$ cat config.mk
export PLATFORM = sky130hd
export DESIGN_NAME = blca_ram
export DESIGN_NICKNAME = d
export VERILOG_FILES = /design/src/rtl/binary_lifting_lca_unit_assert.svh /design/src/rtl/blca_ram.sv
export SDC_FILE = /design/constraint.sdc
export NUM_CORES = 1
export LEC_CHECK = 0
export ABC_AREA = 0
export BUFFER_PORTS_ARGS = -buffer_cell sky130_fd_sc_hd__buf_2
export CORE_MARGIN = 3
export CORE_UTILIZATION = 45
export DETAILED_ROUTE_END_ITERATION = 7
export GPL_TIMING_DRIVEN = 0
export PLACE_DENSITY = 0.62
export SLEW_MARGIN = 20
export SYNTH_ARGS = -nofsm -noshare
export SYNTH_HDL_FRONTEND = slang
export SYNTH_SLANG_ARGS = --single-unit
$ cat constraint.sdc
create_clock -name clk -period 2.36 [get_ports clk]
set_clock_uncertainty 0.2 [all_clocks]
set_input_delay 0.118 -clock clk [delete_from_list [all_inputs] [get_ports clk]]
set_output_delay 0.118 -clock clk [all_outputs]
set_load 0.02 [all_outputs]
$ cat src/rtl/binary_lifting_lca_unit_assert.svh
// Assertion macros shared by the tree engine RTL.
// Each macro expects clk and rst_n to be visible where it is used.
`ifndef BINARY_LIFTING_LCA_UNIT_ASSERT_SVH
`define BINARY_LIFTING_LCA_UNIT_ASSERT_SVH

// Same-cycle implication, checked while out of reset.
`define BLCA_ASSERT_IMP(lbl, ante, cons, msg) \
  lbl: assert property (@(posedge clk) disable iff (!rst_n) (ante) |-> (cons)) \
    else $error(msg);

// Next-cycle implication, checked while out of reset.
`define BLCA_ASSERT_NXT(lbl, ante, cons, msg) \
  lbl: assert property (@(posedge clk) disable iff (!rst_n) (ante) |=> (cons)) \
    else $error(msg);

`endif

$ cat src/rtl/blca_ram.sv
// ----------------------------------------------------------------------------
// blca_ram
// Single-port-write, single-port-read synchronous RAM with registered read.
// ----------------------------------------------------------------------------
module blca_ram #(
  parameter int WIDTH = 8,
  parameter int DEPTH = 16,
  parameter int AW    = 4
) (
  input  logic             clk,
  input  logic             we,
  input  logic [AW-1:0]    waddr,
  input  logic [WIDTH-1:0] wdata,
  input  logic             re,
  input  logic [AW-1:0]    raddr,
  output logic [WIDTH-1:0] rdata
);

  logic [WIDTH-1:0] mem [DEPTH];

  always_ff @(posedge clk) begin
    if (we) begin
      mem[waddr] <= wdata;
    end
    if (re) begin
      rdata <= mem[raddr];
    end
  end

endmodule

# Word level (Yosys, flattened, before mapping)
# Memories as Yosys holds them, arrays and structs flattened. A register that Yosys moved wholly into a read port is not among the register bits.
# Index checks and enable logic that the tools add are counted.
[op_classes] muxes=2 n_reduce_logical=0 div_mod_pow=0 n_eq_ne=0 n_bitwise=0 shift=0 n_lt_le_gt_ge=0 n_addsub=0 n_mul=0
[ops] operator="$mux W1" n=2
[totals] out_inout_bits=8 n_memories=1 mem_bits_rw=128 latch_bits=0 ff_bits=0 rom_bits=0
[mem_list] memory="mem" words=16 word_bits=8 read_ports=1 rd_clocked_by_memory_dff=1 wr=1 line_no="blca_ram.sv:19" text="logic [WIDTH-1:0] mem [DEPTH];"

# Longest topological paths before layout
# Gate-level depths: netlist (run 1).
[depth] word_depth=2 ltp_mapped=5

# Worst setup path after synthesis (run 1)
# Ideal clock, no wire load.
[synth_path] path_kind="input-to-reg" start="input port waddr[2]" end="memory mem[0][0], enable pin" arrival_time_ns=1.228 cell_stages=2 setup_slack_ns=0.549 n_path_buf=0 setup_time_ns=0.383 cell_sequence="or3b_2 -> nor3_1"
[synth_rtl] element="from (decl)" line_no="blca_ram.sv:12" text="input logic [AW-1:0] waddr,"
[synth_rtl] element="to (decl)" line_no="blca_ram.sv:19"
# No word-level cell before the write port.

==> summary.txt, run 1 <==
setup ws final - 0.467 ns
sequential share of power - 49.7%
DIE WIDTH - 114 µm
Post-Synth XOR/XNOR Area - 0%
Worst-path clk slew - 0.06 ns
VDD IR-drop max - 0.000416 V
Pleak - 2.06 nW
Max-slew headroom - 47.4%
Mapped Avg Cell Area - 22.8 µm²
Tot Pwr - 5.50 mW
most frequent cells in the layout - edfxtp_1, buf_2, mux4_2
final core occ - 56.0%
Simple-Gate Fraction of Synth Area - 3.14%
vias in the first global route - 2414
dpl hpwl - 6250 µm
switching power - 1.19 mW
Row Count - 38
DRC - 0
Syn Inst Count - 229
vias - 2391
ys flop type - edfxtp_1
Crit path required time - 2.30 ns
Post-synth EDFFs - 136
CP Class - flip-flop to flip-flop
Ys Warns - 0
clk_lat worst skew - 0.41 ns
Post-Syn Area - 5230 µm²
Port Buffers - 25
CTS resizes - 0
Num CTS Buffers - 17
CP startpoint kind - flip-flop
Clock Sinks - 136
pre-CTS setup slack - 0.308 ns
largest net degree at the start of global routing - 17
post-synth cell types - 18
unrepaired setup endpoints after global routing - no
die area - 12900 µm²
Finished Cell Area - 6200 µm²
minimum clock period - 1.89 ns
Slew Limit Fails - 0
Placed Area - 5550 µm²
drt via density - 5.50
Final Hold Vio Count - 0
Clk network pwr share - 45.2%
Sw Share - 21.7%
total gr overflow - 0
status - complete, no violations
initial antenna violation count - 0
post-synthesis compound-gate area fraction - 2.30%
syn nets - 248
Fin Setup TNS - 0 ns
Crit Path Max Fanout - 1
area grow syn2layout - 18.7%
layout cells sized above 1 - 30.2%
clock root buffer - clkbuf_16
internal power - 4.31 mW
Adder-Cell Fraction of Synth Area - 0%
Max Clock Freq - 528 MHz
Top Ports - 27
Inst Count DP - 394
combinational share of power - 5.1%
fillers - 821
Routed WL - 9770 µm
Final nets - 301
Global Route Usage Sum - 16.2%
drt first pass iters - 4
PD cells - 887 nW/µm²
largest family of logic cells by synthesized area - multiplexers
commonest non-fill, non-tap cell in the layout - edfxtp_1
Finished Layout Cells - 435
Starting Density - 47.2%
Synth Register Bits - 136
Core Area - 11100 µm²
CTS tree - built
deepest clock path buffer count - 2
chip height - 114 µm
first-pass GRT wire length - 14700 µm
worst path arrival time - 1.83 ns
HP Class - primary input to flip-flop
detailed-route wire length per cell - 22.5 µm
Slew @ Worst Pin - 0.787 ns
remaining antenna violation count - 0
Async SR Flop Fraction - 0%
sequential fraction of the synthesis area - 78.1%
Routability Congestion - 0.723
H-Tree Depth - 4
multiplexer share of the synthesized area - 14.8%
Hold WS - 0.0435 ns
Max Cap Viol - 0
# setup viols final - 0
Critical Path Sink Type - flip-flop
Ant. Diodes - 0
initial drt markers - 153
Period Utilization, post-route - 80.2%
per-layer routing:
metal / track usage [%] / wire, µm
met4: 6.18 / 131
met3: 3.87 / 453
met2: 23.9 / 4720
met1: 23.9 / 4470
met5: 0 / 0
worst paths after layout:
kind	startpoint	end	slack, ns	cells after the start
worst max-delay path	mem[5][0]	rdata[0]	0.47	3
worst min-delay path	waddr[0]	mem[4][4]	0.04	2
worst max register to register	mem[5][0]	rdata[0]	0.47	3
worst min register to register	mem[8][1]	rdata[1]	0.55	3
registers in the layout, indices dropped and copies added, names as in the netlist:
signal and count:
mem 128, rdata 8
synthesized netlist by cell type (2+ instances only):
cell | count | area (µm²)
buf_6 | 3 | 33.8
mux4_1 | 14 | 368
nor2_1 | 13 | 48.8
mux4_2 | 18 | 405
nor3_1 | 4 | 20.0
edfxtp_1 | 136 | 4080
nand2_1 | 9 | 33.8
nand3b_1 | 2 | 15.0
buf_2 | 3 | 15.0
clkdlybuf4s25_2 | 3 | 30.0
nand2b_1 | 2 | 12.5
a22oi_1 | 16 | 120
layout make-up:
| class | count | area (µm²) | area share (%) |
|---|---|---|---|
| buffer | 10 | 86.3 | 1.39 |
| clock buffer | 18 | 429 | 6.92 |
| clock inverter | 14 | 138 | 2.22 |
| multi-input combinational | 83 | 1080 | 17.4 |
| sequential | 136 | 4080 | 65.8 |
| tap | 140 | 175 | 2.82 |
| timing repair buffer | 34 | 215 | 3.47 |
cell families (layout without fill, tap and decap cells):
family | count (synthesis) | count (layout)
buf+inv | 10 | 76
compound gates | 16 | 16
flops | 136 | 136
simple gates | 35 | 35
mux | 32 | 32
power groups by stage:
stage	Combinational [mW]	Clock, mW	Sequential [mW]
global placement	0.264	0	2.78
floorplan	0.137	0	2.80
finish	0.281	2.49	2.73
global route	0.304	2.65	2.74
CTS	0.284	2.53	2.73
detailed placement	0.273	0	2.78
worst max-delay path: stages (launching register included):
cell and delay, ns:
edfxtp_1 0.37, mux4_1 0.59, a22oi_1 0.34, nand2_1 0.13
timing repair:
item                                   CTS  global route
endpoints found under the hold margin  136             0
buffers inserted                         0             0
hold buffers                             9             0
(Power assumes the default switching activity.)
==> run 2, diff against run 1 <==
- ABC_AREA: 0 -> 1
- PLACE_DENSITY: 0.62 -> 0.64
- clock period: 2.36 -> 1.6 ns (I/O delays scaled with it)
==> summary.txt, run 2 <==
Routed WL - 14200 µm (was 9770 µm)
internal power - 7.10 mW (was 4.31 mW)
Slew Limit Fails - 0 (unchanged)
ys flop type - edfxtp_1 (unchanged)
critical path's top delay family - simple AND/OR/NAND/NOR gates (was multiplexers)
setup ws final - 0.215 ns (was 0.467 ns)
dpl hpwl - 9180 µm (was 6250 µm)
Max Cap Viol - 0 (unchanged)
H-Tree Depth - 4 (unchanged)
sequential fraction of the synthesis area - 69.8% (was 78.1%)
top area cells in the synthesized netlist - edfxtp_1, nand2_1, nand3_1, inv_1, buf_6 (was edfxtp_1, mux4_2, mux4_1, a22oi_1, nor2_1)
switching power - 1.84 mW (was 1.19 mW)
Post-synth EDFFs - 136 (unchanged)
DIE WIDTH - 120 µm (was 114 µm)
area grow syn2layout - 18.8% (was 18.7%)
Largest Register - mem (unchanged)
drt via density - 5.03 (was 5.50)
Sw Share - 20.6% (was 21.7%)
worst-case reg-to-reg path depth - 6 (was 3)
Synth Register Bits - 136 (unchanged)
Slew @ Worst Pin - 0.844 ns (was 0.787 ns)
Hold WS - 0.0437 ns (was 0.0435 ns)
Starting Density - 46.1% (was 47.2%)
minimum clock period - 1.38 ns (was 1.89 ns)
area leader, netlist - edfxtp_1 (unchanged)
Crit path required time - 1.56 ns (was 2.30 ns)
Finished Layout Cells - 789 (was 435)
Port Buffers - 23 (was 25)
deepest clock path buffer count - 2 (unchanged)
Ant. Diodes - 0 (unchanged)
CP startpoint kind - flip-flop (unchanged)
top post-synthesis cells by count - nand2_1, edfxtp_1, inv_1 (was edfxtp_1, mux4_2, a22oi_1)
Max-slew headroom - 43.5% (was 47.4%)
PD cells - 1290 nW/µm² (was 887 nW/µm²)
Final Hold Vio Count - 0 (unchanged)
Core Area - 12700 µm² (was 11100 µm²)
fillers - 1097 (was 821)
CTS resizes - 0 (unchanged)
Num CTS Buffers - 17 (unchanged)
Top Ports - 27 (unchanged)
clock root buffer - clkbuf_16 (unchanged)
sequential share of power - 45.1% (was 49.7%)
first-pass GRT wire length - 21600 µm (was 14700 µm)
pre-CTS setup slack - -0.155 ns (was 0.308 ns)
Final nets - 623 (was 301)
Global Route Usage Sum - 20.7% (was 16.2%)
most frequent cells in the layout - nand2_1, edfxtp_1, inv_1 (was edfxtp_1, buf_2, mux4_2)
Worst-path clk slew - 0.06 ns (about the same)
Clock Sinks - 136 (unchanged)
Ys Warns - 0 (unchanged)
Row Count - 41 (was 38)
drt first pass iters - 5 (was 4)
DRC - 0 (unchanged)
initial drt markers - 399 (was 153)
flip-flop count of the largest register after layout - 128 (unchanged)
vias - 3967 (was 2391)
Buf/Inv on CP - 1 (was 0)
biggest regs - mem: 128 flops, rdata: 8 flops (unchanged)
# setup viols final - 0 (unchanged)
Min-Delay Path Depth - 3 (was 2)
Async SR Flop Fraction - 0% (unchanged)
unrepaired setup endpoints after global routing - no (unchanged)
commonest non-fill, non-tap cell in the layout - nand2_1 (was edfxtp_1)
post-synth cell types - 11 (was 18)
Post-Syn Area - 5850 µm² (was 5230 µm²)
Max Clock Freq - 722 MHz (was 528 MHz)
largest stage delay on the critical path - 0.38 ns (was 0.59 ns)
crit-path cells - inv_1 -> nand2_1 -> nand3_1 -> nand3_1 -> nand3_1 -> nand2_1 (was mux4_1 -> a22oi_1 -> nand2_1)
CP Class - flip-flop to flip-flop (unchanged)
Critical Path Sink Type - flip-flop (unchanged)
Pleak - 2.99 nW (was 2.06 nW)
layout cells sized above 1 - 12.3% (was 30.2%)
CTS tree - built (unchanged)
CP most frequent cell - nand3_1
Clk network pwr share - 48.6% (was 45.2%)
worst path arrival time - 1.35 ns (was 1.83 ns)
Period Utilization, post-route - 86.5% (was 80.2%)
largest net degree at the start of global routing - 17 (unchanged)
status - complete, no violations (unchanged)
die area - 14400 µm² (was 12900 µm²)
Slowest cell on crit path - edfxtp_1 (was mux4_1)
most numerous cell in the Yosys netlist - nand2_1 (was edfxtp_1)
total gr overflow - 0 (unchanged)
HP Class - primary input to flip-flop (unchanged)
syn nets - 570 (was 248)
Inst Count DP - 746 (was 394)
combinational share of power - 6.3% (was 5.1%)
Synth top area share - 69.8% (was 78.1%)
Routability Congestion - 0.854 (was 0.723)
Crit Path Max Fanout - 1 (unchanged)
Stages on worst setup path - 6 (was 3)
Multi-input gate area - 1210 µm² (was 1080 µm²)
Mapped Avg Cell Area - 10.6 µm² (was 22.8 µm²)
vias in the first global route - 3709 (was 2414)
chip height - 120 µm (was 114 µm)
initial antenna violation count - 0 (unchanged)
remaining antenna violation count - 0 (unchanged)
clk_lat worst skew - 0.42 ns (was 0.41 ns)
Syn Inst Count - 551 (was 229)
VDD IR-drop max - 0.000617 V (was 0.000416 V)
detailed-route wire length per cell - 17.9 µm (was 22.5 µm)
sequential cell area - 4080 µm² (unchanged)
==> run 2: changes by cell type after synthesis, moves of 4 or more <==
cell	previous run	this run
nand2_1	9	173
inv_1	0	100
nand3_1	1	97
mux4_2	18	0
a22oi_1	16	0
mux4_1	14	0
buf_2	3	13
nor2_1	13	17
nor3_1	4	0
==> run 2: timing repair <==
action | CTS | global route
setup endpoints to repair | 0 | 0
hold buffers | 11 | 0
buffers inserted | 0 | 0
endpoints found under the hold margin | 140 | 0
==> run 2: logic make-up (layout without fill, tap and decap cells) <==
logic type / Yosys count / count (layout) / share of synthesized area, %
buffers and inverters: 126 / 192 / 9.39
DFF: 136 / 136 / 69.8
and+or+nand+nor: 289 / 289 / 20.8
==> run 2: power by group through the flow <==
stage          Sequential, mW  Clock, mW  Combinational [mW]
2_1_floorplan            4.13          0               0.281
3_3_place_gp             4.10          0               0.523
3_5_place_dp             4.11          0               0.531
4_1_cts                  4.03       4.38               0.557
5_1_grt                  4.04       4.56               0.611
6_report                 4.03       4.35               0.561
==> run 2: cell type report <==
cell class / instances / area share (%)
Timing Repair Buffer: 34 / 3.24
Clock inverter: 12 / 3.22
Clock buffer: 20 / 6.28
Multi-Input combinational cell: 289 / 17.5
Inverter: 102 / 5.51
Buffer: 24 / 2.40
Tap cell: 172 / 3.10
Sequential cell: 136 / 58.8
==> run 2: path summary, 6_finish.rpt <==
kind / startpoint / end / slack (ns)
max: mem[11][1] / rdata[1] / 0.22
min: raddr[3] / rdata[5] / 0.04
max reg2reg: mem[11][1] / rdata[1] / 0.22
min reg2reg: mem[12][5] / rdata[5] / 0.56
==> run 2: through the flow <==
step                      area, µm²  setup TNS [ns]  power (mW)  utilization (%)
after global placement         6180           -6.20        4.63             48.8
after CTS                      6950               0        8.98             54.8
after floorplan                5850               0        4.41                -
after global routing           6950               0        9.21             54.8
final                          6950               0        8.94             54.8
after detailed placement       6180           -8.67        4.64             48.8
==> run 2: per-layer routing <==
| layer | GRT usage (%) | up-vias | part of all wire, % |
|---|---|---|---|
| li1 | - | 1891 | - |
| met1 | 29.4 | 1845 | 44 |
| met2 | 31.3 | 203 | 45 |
| met3 | 4.71 | 28 | 8.8 |
| met4 | 7.52 | 0 | 2.1 |
| met5 | 0 | - | 0 |
==> run 2: tightest hold or removal path, stage by stage <==
cell     delay [ns]
buf_1          0.20
nand3_1        0.15
nand2_1        0.06
==> run 3, diff against run 2 <==
- RECOVER_POWER: not set -> 50
- SLEW_MARGIN: 20 -> 10
==> summary.txt, run 3 (synthesized netlist as in run 2, its figures left out) <==
Crit path required time - 1.48 ns (was 1.56 ns)
Clk network pwr share - 48.7% (was 48.6%)
clock root buffer - clkbuf_16 (unchanged)
Crit Path Max Fanout - 16 (was 1)
Clock Sinks - 136 (unchanged)
Ant. Diodes - 0 (unchanged)
Final nets - 623 (unchanged)
H-Tree Depth - 4 (unchanged)
Slowest cell on crit path - clkbuf_1 (was edfxtp_1)
initial antenna violation count - 0 (unchanged)
initial drt markers - 443 (was 399)
clk_lat worst skew - 0.42 ns (about the same)
Fin Setup TNS - 0 ns (unchanged)
setup ws final - 0.147 ns (was 0.215 ns)
DRC - 0 (unchanged)
Routed WL - 14100 µm (was 14200 µm)
Finished Cell Area - 6940 µm² (was 6950 µm²)
pre-CTS setup slack - -0.155 ns (unchanged)
chip height - 120 µm (unchanged)
vias in the first global route - 3709 (unchanged)
worst path arrival time - 1.33 ns (was 1.35 ns)
largest net degree at the start of global routing - 17 (unchanged)
Pleak - 2.97 nW (was 2.99 nW)
Met1 Wirelength - 6350 µm (was 6270 µm)
remaining antenna violation count - 0 (unchanged)
detailed-route wire length per cell - 17.9 µm (about the same)
Buf/Inv on CP - 2 (was 1)
Placed Area - 6180 µm² (unchanged)
Period Utilization, post-route - 90.8% (was 86.5%)
met2 routed WL - 6390 µm (was 6340 µm)
Row Count - 41 (unchanged)
VDD IR-drop max - 0.000619 V (was 0.000617 V)
unrepaired setup endpoints after global routing - no (unchanged)
Largest Register - mem (unchanged)
combinational share of power - 6.2% (was 6.3%)
most frequent cells in the layout - nand2_1, edfxtp_1, inv_1 (unchanged)
commonest non-fill, non-tap cell in the layout - nand2_1 (unchanged)
CTS resizes - 0 (unchanged)
first-pass GRT wire length - 21600 µm (unchanged)
minimum clock period - 1.45 ns (was 1.38 ns)
drt first pass iters - 5 (unchanged)
Max-slew headroom - 35.0% (was 43.5%)
Routability Congestion - 0.854 (unchanged)
Port Buffers - 23 (unchanged)
Slew @ Worst Pin - 0.976 ns (was 0.844 ns)
drt via density - 5.02 (was 5.03)
Hold WS - 0.0405 ns (was 0.0437 ns)
# setup viols final - 0 (unchanged)
Slew Limit Fails - 0 (unchanged)
layout cells sized above 1 - 10.9% (was 12.3%)
Max Cap Viol - 0 (unchanged)
Core Area - 12700 µm² (unchanged)
CTS tree - built (unchanged)
Worst-path clk slew - 0.05 ns (was 0.06 ns)
switching power - 1.84 mW (about the same)
Starting Density - 46.1% (unchanged)
Finished Layout Cells - 789 (unchanged)
die area - 14400 µm² (unchanged)
flip-flop count of the largest register after layout - 128 (unchanged)
internal power - 7.10 mW (about the same)
final core occ - 54.7% (was 54.8%)
wire length on met3 - 1100 µm (was 1250 µm)
total gr overflow - 0 (unchanged)
Critical Path Sink Type - flip-flop (unchanged)
deepest clock path buffer count - 2 (unchanged)
sequential share of power - 45.1% (about the same)
DR top layer - met4 (unchanged)
Tot Pwr - 8.94 mW (about the same)
Top Ports - 27 (unchanged)
HP Class - primary input to flip-flop (unchanged)
biggest regs - mem: 128 flops, rdata: 8 flops (unchanged)
CP Class - primary input to flip-flop (was flip-flop to flip-flop)
status - complete, no violations (unchanged)
Inst Count DP - 746 (unchanged)
largest stage delay on the critical path - 0.73 ns (was 0.38 ns)
crit-path cells - dlygate4sd3_1 -> clkbuf_1 (was inv_1 -> nand2_1 -> nand3_1 -> nand3_1 -> nand3_1 -> nand2_1)
Max Clock Freq - 688 MHz (was 722 MHz)
Sw Share - 20.6% (about the same)
PD cells - 1290 nW/µm² (about the same)
vias - 3961 (was 3967)
fillers - 1097 (unchanged)
CP startpoint kind - primary input (was flip-flop)
critical path's top delay family - buffers and inverters (was simple AND/OR/NAND/NOR gates)
area grow syn2layout - 18.6% (was 18.8%)
Final Hold Vio Count - 0 (unchanged)
dpl hpwl - 9180 µm (unchanged)
DIE WIDTH - 120 µm (unchanged)
Global Route Usage Sum - 20.7% (unchanged)
Num CTS Buffers - 17 (unchanged)
==> run 3: layout make-up <==
type,count,area (µm²),share of cell area [%]
Multi-Input combinational cell,289,1210,17.5
Buffer,24,166,2.40
Sequential cell,136,4080,58.9
Tap cell,172,215,3.10
Inverter,102,383,5.52
Timing Repair Buffer,34,214,3.08
Clock inverter,12,224,3.23
Clock buffer,20,437,6.30
==> run 3: layer usage <==
metal  track usage (%)  vias up
met5                 0        -
met4              7.52        0
met3              4.71       25
met2              31.3      172
met1              29.4     1874
li1                  -     1890
==> run 3: what timing repair did <==
action,in CTS,in global routing
endpoints found under the hold margin,140,0
hold buffers,11,0
buffers inserted,0,0
endpoints found under the setup margin,0,0
==> run 3: worst register-to-register path, cell delays in order (launching register included) <==
cell	delay, ns
edfxtp_1	0.38
inv_1	0.06
nand2_1	0.05
nand3_1	0.12
nand3_1	0.08
nand3_1	0.15
nand2_1	0.10
==> run 3: final timing paths <==
path                            slack [ns]   endpoint  depth (start not counted)       start
worst max-delay path                  0.15  mem[0][7]                          2    wdata[7]
worst max register to register        0.21   rdata[1]                          6  mem[11][1]
worst min-delay path                  0.04   rdata[5]                          3    raddr[3]
worst min register to register        0.56   rdata[5]                          6  mem[12][5]
==> run 3: power groups by stage <==
stage | Combinational (mW) | Clock, mW | Sequential [mW]
6_report | 0.558 | 4.35 | 4.03
5_1_grt | 0.608 | 4.56 | 4.04
4_1_cts | 0.557 | 4.38 | 4.03
3_5_place_dp | 0.531 | 0 | 4.11
3_3_place_gp | 0.523 | 0 | 4.10
2_1_floorplan | 0.281 | 0 | 4.13
